==> src/rtl/dtes_pkg.sv <==
`default_nettype none

package dtes_pkg;

   localparam int unsigned YEAR_W  = 7;
   localparam int unsigned MONTH_W = 4;
   localparam int unsigned DAY_W   = 5;
   localparam int unsigned HOUR_W  = 5;
   localparam int unsigned MIN_W   = 6;
   localparam int unsigned SEC_W   = 6;
   localparam int unsigned SECS_W  = 32;
   localparam int unsigned DAYS_W  = 16;
   localparam int unsigned OPA_W   = 16;
   localparam int unsigned OPB_W   = 17;
   localparam int unsigned CSR_IDX_W = 1;

   localparam logic [CSR_IDX_W-1:0] CSR_ORIGIN_YEAR = 1'd0;
   localparam logic [CSR_IDX_W-1:0] CSR_EPOCH_BASE  = 1'd1;

   localparam logic [YEAR_W-1:0] ORIGIN_YEAR_RESET = 7'd0;
   localparam logic [SECS_W-1:0] EPOCH_BASE_RESET  = 32'd946684800;

   localparam logic [OPB_W-1:0] SECS_PER_DAY  = 17'd86400;
   localparam logic [OPB_W-1:0] SECS_PER_HOUR = 17'd3600;
   localparam logic [OPB_W-1:0] SECS_PER_MIN  = 17'd60;
   localparam logic [OPB_W-1:0] SECS_PER_SEC  = 17'd1;

   localparam logic [DAYS_W-1:0] DAYS_LEAP_YEAR = 16'd366;
   localparam logic [DAYS_W-1:0] DAYS_YEAR      = 16'd365;

   localparam logic [MONTH_W-1:0] MONTH_JAN = 4'd1;
   localparam logic [MONTH_W-1:0] MONTH_FEB = 4'd2;
   localparam logic [MONTH_W-1:0] MONTH_DEC = 4'd12;

   // operand pair for the shared multiply-accumulate
   typedef struct packed {
      logic [OPA_W-1:0] op_a;
      logic [OPB_W-1:0] op_b;
   } mac_op_type;

   // gregorian rule on 2000 - 100 * century + y, for y in 0 to 127
   function automatic logic is_leap(logic century, logic [YEAR_W-1:0] y);
      logic div4;
      logic div100;
      logic div400;
      div4   = (y[1:0] == 2'd0);
      div100 = (y == 7'd0) || (y == 7'd100);
      div400 = ((y == 7'd0) && !century) || ((y == 7'd100) && century);
      return div4 && (!div100 || div400);
   endfunction

   function automatic logic [8:0] days_before_month(logic [MONTH_W-1:0] month);
      logic [8:0] d;
      unique case (month)
         4'd1:    d = 9'd0;
         4'd2:    d = 9'd31;
         4'd3:    d = 9'd59;
         4'd4:    d = 9'd90;
         4'd5:    d = 9'd120;
         4'd6:    d = 9'd151;
         4'd7:    d = 9'd181;
         4'd8:    d = 9'd212;
         4'd9:    d = 9'd243;
         4'd10:   d = 9'd273;
         4'd11:   d = 9'd304;
         4'd12:   d = 9'd334;
         default: d = 9'd0;
      endcase
      return d;
   endfunction

endpackage

`default_nettype wire

==> src/rtl/dtes_mac.sv <==
`default_nettype none

module dtes_mac
   import dtes_pkg::*;
(
   input  wire logic              clock,
   input  wire logic              load,
   input  wire logic [SECS_W-1:0] load_value,
   input  wire logic              enable,
   input  wire mac_op_type        operands,
   output logic      [SECS_W-1:0] acc
);

   logic [SECS_W-1:0]        acc_ff;
   logic [SECS_W-1:0]        acc_in;
   logic [OPA_W+OPB_W-1:0]   product;

   assign product = {{OPB_W{1'b0}}, operands.op_a} * {{OPA_W{1'b0}}, operands.op_b};

   always_comb begin
      priority if (load) begin
         acc_in = load_value;
      end else if (enable) begin
         acc_in = acc_ff + product[SECS_W-1:0];
      end else begin
         acc_in = acc_ff;
      end
   end

   always_ff @(posedge clock) begin
      acc_ff <= acc_in;
   end

   assign acc = acc_ff;

endmodule

`default_nettype wire

==> src/rtl/datetime_to_epoch_seconds.sv <==
`default_nettype none

// Converts a two-digit-year date and time into a 32-bit seconds count that starts
// at the base seconds register on January first of the base year register (within
// the century the word selects). One word at a time: after acceptance the block walks
// the whole years from the base year up to the given year, one year per cycle, then
// runs four steps through a single shared multiply-accumulate unit (days, hours,
// minutes, seconds), and ends in a done state that waits until the output register is
// free; a word with a bad month or a zero day goes straight to the done state. The
// result sits in an output register, so a new word may be accepted while the previous
// result is still stalled. Write the csr registers only while idle.

module datetime_to_epoch_seconds
   import dtes_pkg::*;
(
   input  wire logic                 clock,
   input  wire logic                 reset,

   input  wire logic                 csr_write_enable,
   input  wire logic [CSR_IDX_W-1:0] csr_index,
   input  wire logic [SECS_W-1:0]    csr_write_data,

   input  wire logic                 req_valid,
   output logic                      req_stall,
   input  wire logic                 req_century_flag,
   input  wire logic [YEAR_W-1:0]    req_year_in_century,
   input  wire logic [MONTH_W-1:0]   req_month_number,
   input  wire logic [DAY_W-1:0]     req_day_of_month,
   input  wire logic [HOUR_W-1:0]    req_hour_of_day,
   input  wire logic [MIN_W-1:0]     req_minute_of_hour,
   input  wire logic [SEC_W-1:0]     req_second_of_minute,

   output logic                      rsp_valid,
   input  wire logic                 rsp_stall,
   output logic [SECS_W-1:0]         rsp_epoch_seconds,
   output logic                      rsp_date_invalid
);

   localparam logic [2:0] ST_IDLE = 3'd0;
   localparam logic [2:0] ST_YEAR = 3'd1;
   localparam logic [2:0] ST_MAC  = 3'd2;
   localparam logic [2:0] ST_DONE = 3'd3;

   localparam logic [1:0] MAC_DAYS  = 2'd0;
   localparam logic [1:0] MAC_HOURS = 2'd1;
   localparam logic [1:0] MAC_MINS  = 2'd2;
   localparam logic [1:0] MAC_SECS  = 2'd3;

   logic [2:0]          state_ff, state_in;
   logic [1:0]          step_ff, step_in;
   logic [YEAR_W-1:0]   origin_year_ff, origin_year_in;
   logic [SECS_W-1:0]   epoch_base_ff, epoch_base_in;

   logic                century_ff, century_in;
   logic [YEAR_W-1:0]   year_ff, year_in;
   logic [YEAR_W-1:0]   walk_ff, walk_in;
   logic [DAYS_W-1:0]   days_ff, days_in;
   logic [HOUR_W-1:0]   hour_ff, hour_in;
   logic [MIN_W-1:0]    minute_ff, minute_in;
   logic [SEC_W-1:0]    second_ff, second_in;
   logic                invalid_ff, invalid_in;

   logic                rsp_valid_ff, rsp_valid_in;
   logic [SECS_W-1:0]   rsp_secs_ff, rsp_secs_in;
   logic                rsp_invalid_ff, rsp_invalid_in;

   logic                req_accept;
   logic                req_bad;
   logic                req_leap_adj;
   logic [DAYS_W-1:0]   req_day_of_year;

   logic                mac_load;
   logic                mac_enable;
   mac_op_type          mac_ops;
   logic [SECS_W-1:0]   mac_acc;

   logic                out_free;

   assign req_stall  = (state_ff != ST_IDLE);
   assign req_accept = req_valid && !req_stall;
   assign out_free   = !rsp_valid_ff || !rsp_stall;

   assign req_bad = (req_month_number < MONTH_JAN) || (req_month_number > MONTH_DEC) ||
                    (req_day_of_month == '0);
   assign req_leap_adj = (req_month_number > MONTH_FEB) &&
                         is_leap(req_century_flag, req_year_in_century);
   assign req_day_of_year = DAYS_W'(days_before_month(req_month_number))
                          + DAYS_W'(req_day_of_month) - DAYS_W'(1)
                          + DAYS_W'(req_leap_adj);

   always_comb begin
      origin_year_in = origin_year_ff;
      epoch_base_in  = epoch_base_ff;
      if (csr_write_enable) begin
         unique case (csr_index)
            CSR_ORIGIN_YEAR: origin_year_in = csr_write_data[YEAR_W-1:0];
            CSR_EPOCH_BASE:  epoch_base_in = csr_write_data;
            default:         epoch_base_in = epoch_base_ff;
         endcase
      end
   end

   // operand select for the shared multiply-accumulate
   always_comb begin
      unique case (step_ff)
         MAC_DAYS:  mac_ops = '{op_a: days_ff, op_b: SECS_PER_DAY};
         MAC_HOURS: mac_ops = '{op_a: OPA_W'(hour_ff), op_b: SECS_PER_HOUR};
         MAC_MINS:  mac_ops = '{op_a: OPA_W'(minute_ff), op_b: SECS_PER_MIN};
         MAC_SECS:  mac_ops = '{op_a: OPA_W'(second_ff), op_b: SECS_PER_SEC};
         default:   mac_ops = '{op_a: '0, op_b: '0};
      endcase
   end

   always_comb begin
      state_in       = state_ff;
      step_in        = step_ff;
      century_in     = century_ff;
      year_in        = year_ff;
      walk_in        = walk_ff;
      days_in        = days_ff;
      hour_in        = hour_ff;
      minute_in      = minute_ff;
      second_in      = second_ff;
      invalid_in     = invalid_ff;
      rsp_valid_in   = rsp_valid_ff && rsp_stall;
      rsp_secs_in    = rsp_secs_ff;
      rsp_invalid_in = rsp_invalid_ff;
      mac_load       = 1'b0;
      mac_enable     = 1'b0;

      unique case (state_ff)
         ST_IDLE: begin
            if (req_accept) begin
               century_in = req_century_flag;
               year_in    = req_year_in_century;
               walk_in    = origin_year_ff;
               days_in    = req_day_of_year;
               hour_in    = req_hour_of_day;
               minute_in  = req_minute_of_hour;
               second_in  = req_second_of_minute;
               invalid_in = req_bad;
               state_in   = req_bad ? ST_DONE : ST_YEAR;
            end
         end
         ST_YEAR: begin
            if (walk_ff < year_ff) begin
               days_in = days_ff + (is_leap(century_ff, walk_ff) ? DAYS_LEAP_YEAR : DAYS_YEAR);
               walk_in = walk_ff + YEAR_W'(1);
            end else begin
               mac_load = 1'b1;
               step_in  = MAC_DAYS;
               state_in = ST_MAC;
            end
         end
         ST_MAC: begin
            mac_enable = 1'b1;
            step_in    = step_ff + 2'd1;
            if (step_ff == MAC_SECS) begin
               state_in = ST_DONE;
            end
         end
         ST_DONE: begin
            if (out_free) begin
               rsp_valid_in   = 1'b1;
               rsp_secs_in    = invalid_ff ? '0 : mac_acc;
               rsp_invalid_in = invalid_ff;
               state_in       = ST_IDLE;
            end
         end
         default: begin
            state_in = ST_IDLE;
         end
      endcase
   end

   dtes_mac u_mac (
      .clock      (clock),
      .load       (mac_load),
      .load_value (epoch_base_ff),
      .enable     (mac_enable),
      .operands   (mac_ops),
      .acc        (mac_acc)
   );

   always_ff @(posedge clock) begin
      if (reset) begin
         state_ff       <= ST_IDLE;
         step_ff        <= MAC_DAYS;
         origin_year_ff <= ORIGIN_YEAR_RESET;
         epoch_base_ff  <= EPOCH_BASE_RESET;
         rsp_valid_ff   <= 1'b0;
      end else begin
         state_ff       <= state_in;
         step_ff        <= step_in;
         origin_year_ff <= origin_year_in;
         epoch_base_ff  <= epoch_base_in;
         rsp_valid_ff   <= rsp_valid_in;
      end
   end

   always_ff @(posedge clock) begin
      century_ff     <= century_in;
      year_ff        <= year_in;
      walk_ff        <= walk_in;
      days_ff        <= days_in;
      hour_ff        <= hour_in;
      minute_ff      <= minute_in;
      second_ff      <= second_in;
      invalid_ff     <= invalid_in;
      rsp_secs_ff    <= rsp_secs_in;
      rsp_invalid_ff <= rsp_invalid_in;
   end

   assign rsp_valid         = rsp_valid_ff;
   assign rsp_epoch_seconds = rsp_secs_ff;
   assign rsp_date_invalid  = rsp_invalid_ff;

endmodule

`default_nettype wire
==> config.mk <==
export PLATFORM = sky130hd
export DESIGN_NAME = datetime_to_epoch_seconds
export DESIGN_NICKNAME = d
export VERILOG_FILES = /design/src/rtl/dtes_pkg.sv /design/src/rtl/dtes_mac.sv /design/src/rtl/datetime_to_epoch_seconds.sv
export SDC_FILE = /design/constraint.sdc
export NUM_CORES = 1
export LEC_CHECK = 0
export BUFFER_PORTS_ARGS = -buffer_cell sky130_fd_sc_hd__buf_2
export CORE_UTILIZATION = 28
export DETAILED_ROUTE_END_ITERATION = 10
export GPL_TIMING_DRIVEN = 0
export SLEW_MARGIN = 10
export SYNTH_ARGS = -nofsm -noshare
export SYNTH_HDL_FRONTEND = slang
export SYNTH_HIERARCHICAL = 1
export SYNTH_SLANG_ARGS = --single-unit
==> constraint.sdc <==
create_clock -name clock -period 8.1 [get_ports clock]
set_input_delay 1.62 -clock clock [delete_from_list [all_inputs] [get_ports clock]]
set_output_delay 1.62 -clock clock [all_outputs]
set_load 0.02 [all_outputs]
==> flow_metrics.env <==
export IMPL_status="complete, no violations"
export IMPL_initialDrtViolationCount=928
export IMPL_maximum_number_of_pins_on_one_net_before_global_route_repair=33
export IMPL_crit_path_kind="flop to flop"
export IMPL_synth_xor_area_frac=0.03161
export IMPL_ant_nets=0
export IMPL_htree_num_levels=4
export IMPL_place_detailed_hpwl_um=39890
export IMPL_area_growth_synth_to_final_pct=14.40
export IMPL_die_w_um=253.7
export IMPL_synth_top_family_by_area="adder cells"
export IMPL_cts_sink_count=158
export IMPL_clockRootBuffer="sky130_fd_sc_hd__clkbuf_16"
export IMPL_fin_setup_tns_ps=0
export IMPL_clkLatencyLatePin_ps=460
export IMPL_clock_tree_from_tritoncts="done"
export IMPL_routabilityCongestion=0.8702
export IMPL_portBuffers=104
export IMPL_timing_hold_worst_class="flop to flop"
export IMPL_timing_final_crit_share=0.9622
export IMPL_clock_path_buffers=2
export IMPL_timing_max_cap_violations=0
export IMPL_post_synth_and_or_nand_nor_area_fraction=0.1636
export IMPL_io_pin_count=107
export IMPL_finalWirelength_um=49080
export IMPL_start_util=0.2853
export IMPL_synth_compound_gate_area_share=0.07457
export IMPL_mostFrequentLayoutCells="407 x sky130_fd_sc_hd__inv_1, 274 x sky130_fd_sc_hd__nand2_1, 240 x sky130_fd_sc_hd__fa_1"
export IMPL_worst_slew_margin_rel=0.3462
export IMPL_max_clock_freq_ghz=0.1283
export IMPL_drc_errors=0
export IMPL_synthesis_area_mm2=0.01773
export IMPL_setup_viol=0
export IMPL_die_h_um=253.7
export IMPL_ys_warn_count=6
export IMPL_finalHoldViolCount=0
export IMPL_seq_area_frac_synth=0.2427
export IMPL_grt_first_pass_wirelength_um=76290
export IMPL_coreArea_mm2=0.06217
export IMPL_dominantRegCellSynth="sky130_fd_sc_hd__edfxtp_1"
export IMPL_min_clock_period_post_route_ps=7794
export IMPL_layout_commonest_cell="sky130_fd_sc_hd__inv_1"
export IMPL_die_area_mm2=0.06435
export IMPL_multiplexer_share_of_the_synthesized_area=0.01467
export IMPL_detail_route_vias_per_cell=4.542
export IMPL_gr_usage_all_layers=0.1567
export IMPL_grt_antenna_before_repair=3
export IMPL_critical_path_max_fanout=19
export IMPL_detail_route_first_pass_iterations=5
export IMPL_post_syn_instances=1908
export IMPL_via_count_of_the_first_global_routing_pass=13790
export IMPL_synth_adder_area_share=0.3718
export IMPL_slew_viol_final=0
export IMPL_clk_transition_reported_paths_ps=80
export IMPL_syn_area_per_cell_um2=9.295
export IMPL_drive_above_1_share=0.09640
export IMPL_endpoint_kind="flop"
export IMPL_synth_ff_latch_count=158
export IMPL_rows=91
export IMPL_ys_async_sr_fraction=0
export IMPL_overall_via_count_from_detail_route=13280
export IMPL_routedWlPerCell_um=16.79
export IMPL_number_of_enable_flip_flop_cells_after_synthesis=114
export IMPL_timing_worst_slew_pin_value_ps=980.7
export IMPL_cts_hold_repair_buffers=0
export IMPL_setup_repair_after_global_routing_missed_its_margin="no"
export IMPL_finalClockSkew_ps=16.97
export IMPL_cts_made_buffers=17
export IMPL_critPathRequiredTime_ps=8280
export IMPL_synth_cell_types=67
export IMPL_gr_total_overflow=0
export IMPL_worst_endpoint_arrival_ps=7980
export IMPL_finish_net_count=2527
export IMPL_setup_worst_path_start_class="flop"
-- final timing paths --
kind,from,end,slack [ps],cells after the start
worst max register to register,step_ff[0],u_mac/acc[31],310,23
worst min register to register,epoch_base_ff[3],epoch_base_ff[3],460,2
worst max-delay path,step_ff[0],u_mac/acc[31],310,23
worst min-delay path,epoch_base_ff[3],epoch_base_ff[3],460,2
-- through the flow --
stage	std cells	hold WS [ps]	cell area, µm²	setup WS (ps)	util
finish	2923	460.1	20290	306.3	0.3263
global route	2922	473.3	20290	11.84	0.3263
CTS	2905	459.2	20120	42.84	0.3237
detailed placement	2879	446.2	19470	-1091	0.3133
global placement	2876	447.2	19400	-1456	0.3121
floorplan	1935	431.8	17840	766.0	-
-- state kept, by name, summed over array words and instances (netlist names), 2 cells and up --
| register | cells |
|---|---|
| state_ff | 2 |
| minute_ff | 6 |
| hour_ff | 5 |
| days_ff | 16 |
| step_ff | 2 |
| u_mac/acc | 32 |
| rsp_epoch_seconds | 32 |
| origin_year_ff | 7 |
| second_ff | 6 |
| walk_ff | 7 |
| epoch_base_ff | 32 |
| year_ff | 7 |
-- cells in the mapped netlist, drive strengths merged (5+ instances only) --
| master | count | area [µm²] |
|---|---|---|
| ha | 143 | 1789 |
| o2111ai | 5 | 43.79 |
| xor2 | 24 | 210.2 |
| a21oi | 70 | 354.1 |
| nor3 | 9 | 45.04 |
| nand4 | 8 | 50.05 |
| nand2b | 10 | 62.56 |
| and2 | 136 | 850.8 |
| edfxtp | 114 | 3423 |
| fa | 240 | 4805 |
| nor2 | 53 | 198.9 |
| nand3b | 15 | 112.6 |
| inv | 407 | 1528 |
| o21bai | 7 | 52.55 |
| a21o | 17 | 127.6 |
| nand2 | 274 | 1028 |
| a222oi | 5 | 50.05 |
| nand3 | 18 | 95.09 |
| clkbuf | 68 | 255.2 |
| dfxtp | 44 | 880.8 |
| nor2b | 39 | 244.0 |
| mux2 | 8 | 90.09 |
| o21ai | 56 | 287.8 |
| or2 | 5 | 31.29 |
| o21a | 6 | 45.04 |
| a31oi | 10 | 62.56 |
| and3 | 8 | 51.30 |
| a211o | 5 | 43.79 |
| xnor2 | 40 | 350.3 |
| mux2i | 17 | 170.2 |
-- critical path, stage by stage (launching register included) --
cell,delay [ps]
sky130_fd_sc_hd__dfxtp_1,360
sky130_fd_sc_hd__inv_1,180
sky130_fd_sc_hd__ha_4,380
sky130_fd_sc_hd__buf_4,340
sky130_fd_sc_hd__mux2i_4,550
sky130_fd_sc_hd__buf_4,220
sky130_fd_sc_hd__nand2_1,70
sky130_fd_sc_hd__fa_1,510
sky130_fd_sc_hd__fa_1,530
sky130_fd_sc_hd__fa_1,510
sky130_fd_sc_hd__inv_1,50
sky130_fd_sc_hd__fa_1,500
sky130_fd_sc_hd__fa_1,510
sky130_fd_sc_hd__inv_1,60
sky130_fd_sc_hd__fa_1,550
sky130_fd_sc_hd__inv_1,50
sky130_fd_sc_hd__ha_1,400
sky130_fd_sc_hd__and3_1,230
sky130_fd_sc_hd__a221o_1,390
sky130_fd_sc_hd__or2_0,260
sky130_fd_sc_hd__o2111ai_1,380
sky130_fd_sc_hd__o211ai_1,180
sky130_fd_sc_hd__xnor2_1,180
sky130_fd_sc_hd__o21ai_0,90
-- repair_timing --
action | 4_1_cts | 5_1_grt
gates resized for setup | 18 | 18
setup buffers | 1 | 16
gates cloned | 0 | 2
hold endpoints to repair | 0 | 0
pin swaps | 1 | 2
setup endpoints to repair | 21 | 14
-- layout make-up --
type / count / area [µm²]
fillers: 6520 / 41880
clock inverters: 15 / 166.4
clock buffers: 17 / 425.4
diodes: 1 / 2.502
flip-flops and latches: 158 / 4304
repair buffers: 124 / 706.9
multi-input cells: 1303 / 11860
well taps: 837 / 1047
inverters: 407 / 1528
plain buffers: 61 / 244.0
-- kinds of logic (layout without fill, tap and decap cells) --
| family | count (synthesis) | in the layout |
|---|---|---|
| flip-flops | 158 | 158 |
| other | 1 | 29 |
| AND/OR/NAND/NOR | 590 | 590 |
| adder cells (fa/ha/maj) | 383 | 383 |
| AO/OA/AOI/OAI | 211 | 211 |
| multiplexers | 25 | 27 |
| buffers and inverters | 476 | 624 |
| XOR/XNOR | 64 | 64 |
-- per-layer routing --
metal  global-route usage  wire, µm  vias to the layer above
met5                    0        12                        -
met1               0.2055     21410                     6579
met2               0.2609     23330                      392
li1                     -         -                     6242
met3              0.02745      3036                       62
met4              0.04991      1298                        2
Power is not shown: default switching activity piles up to over one toggle a cycle in this logic, so the estimate is an artifact.
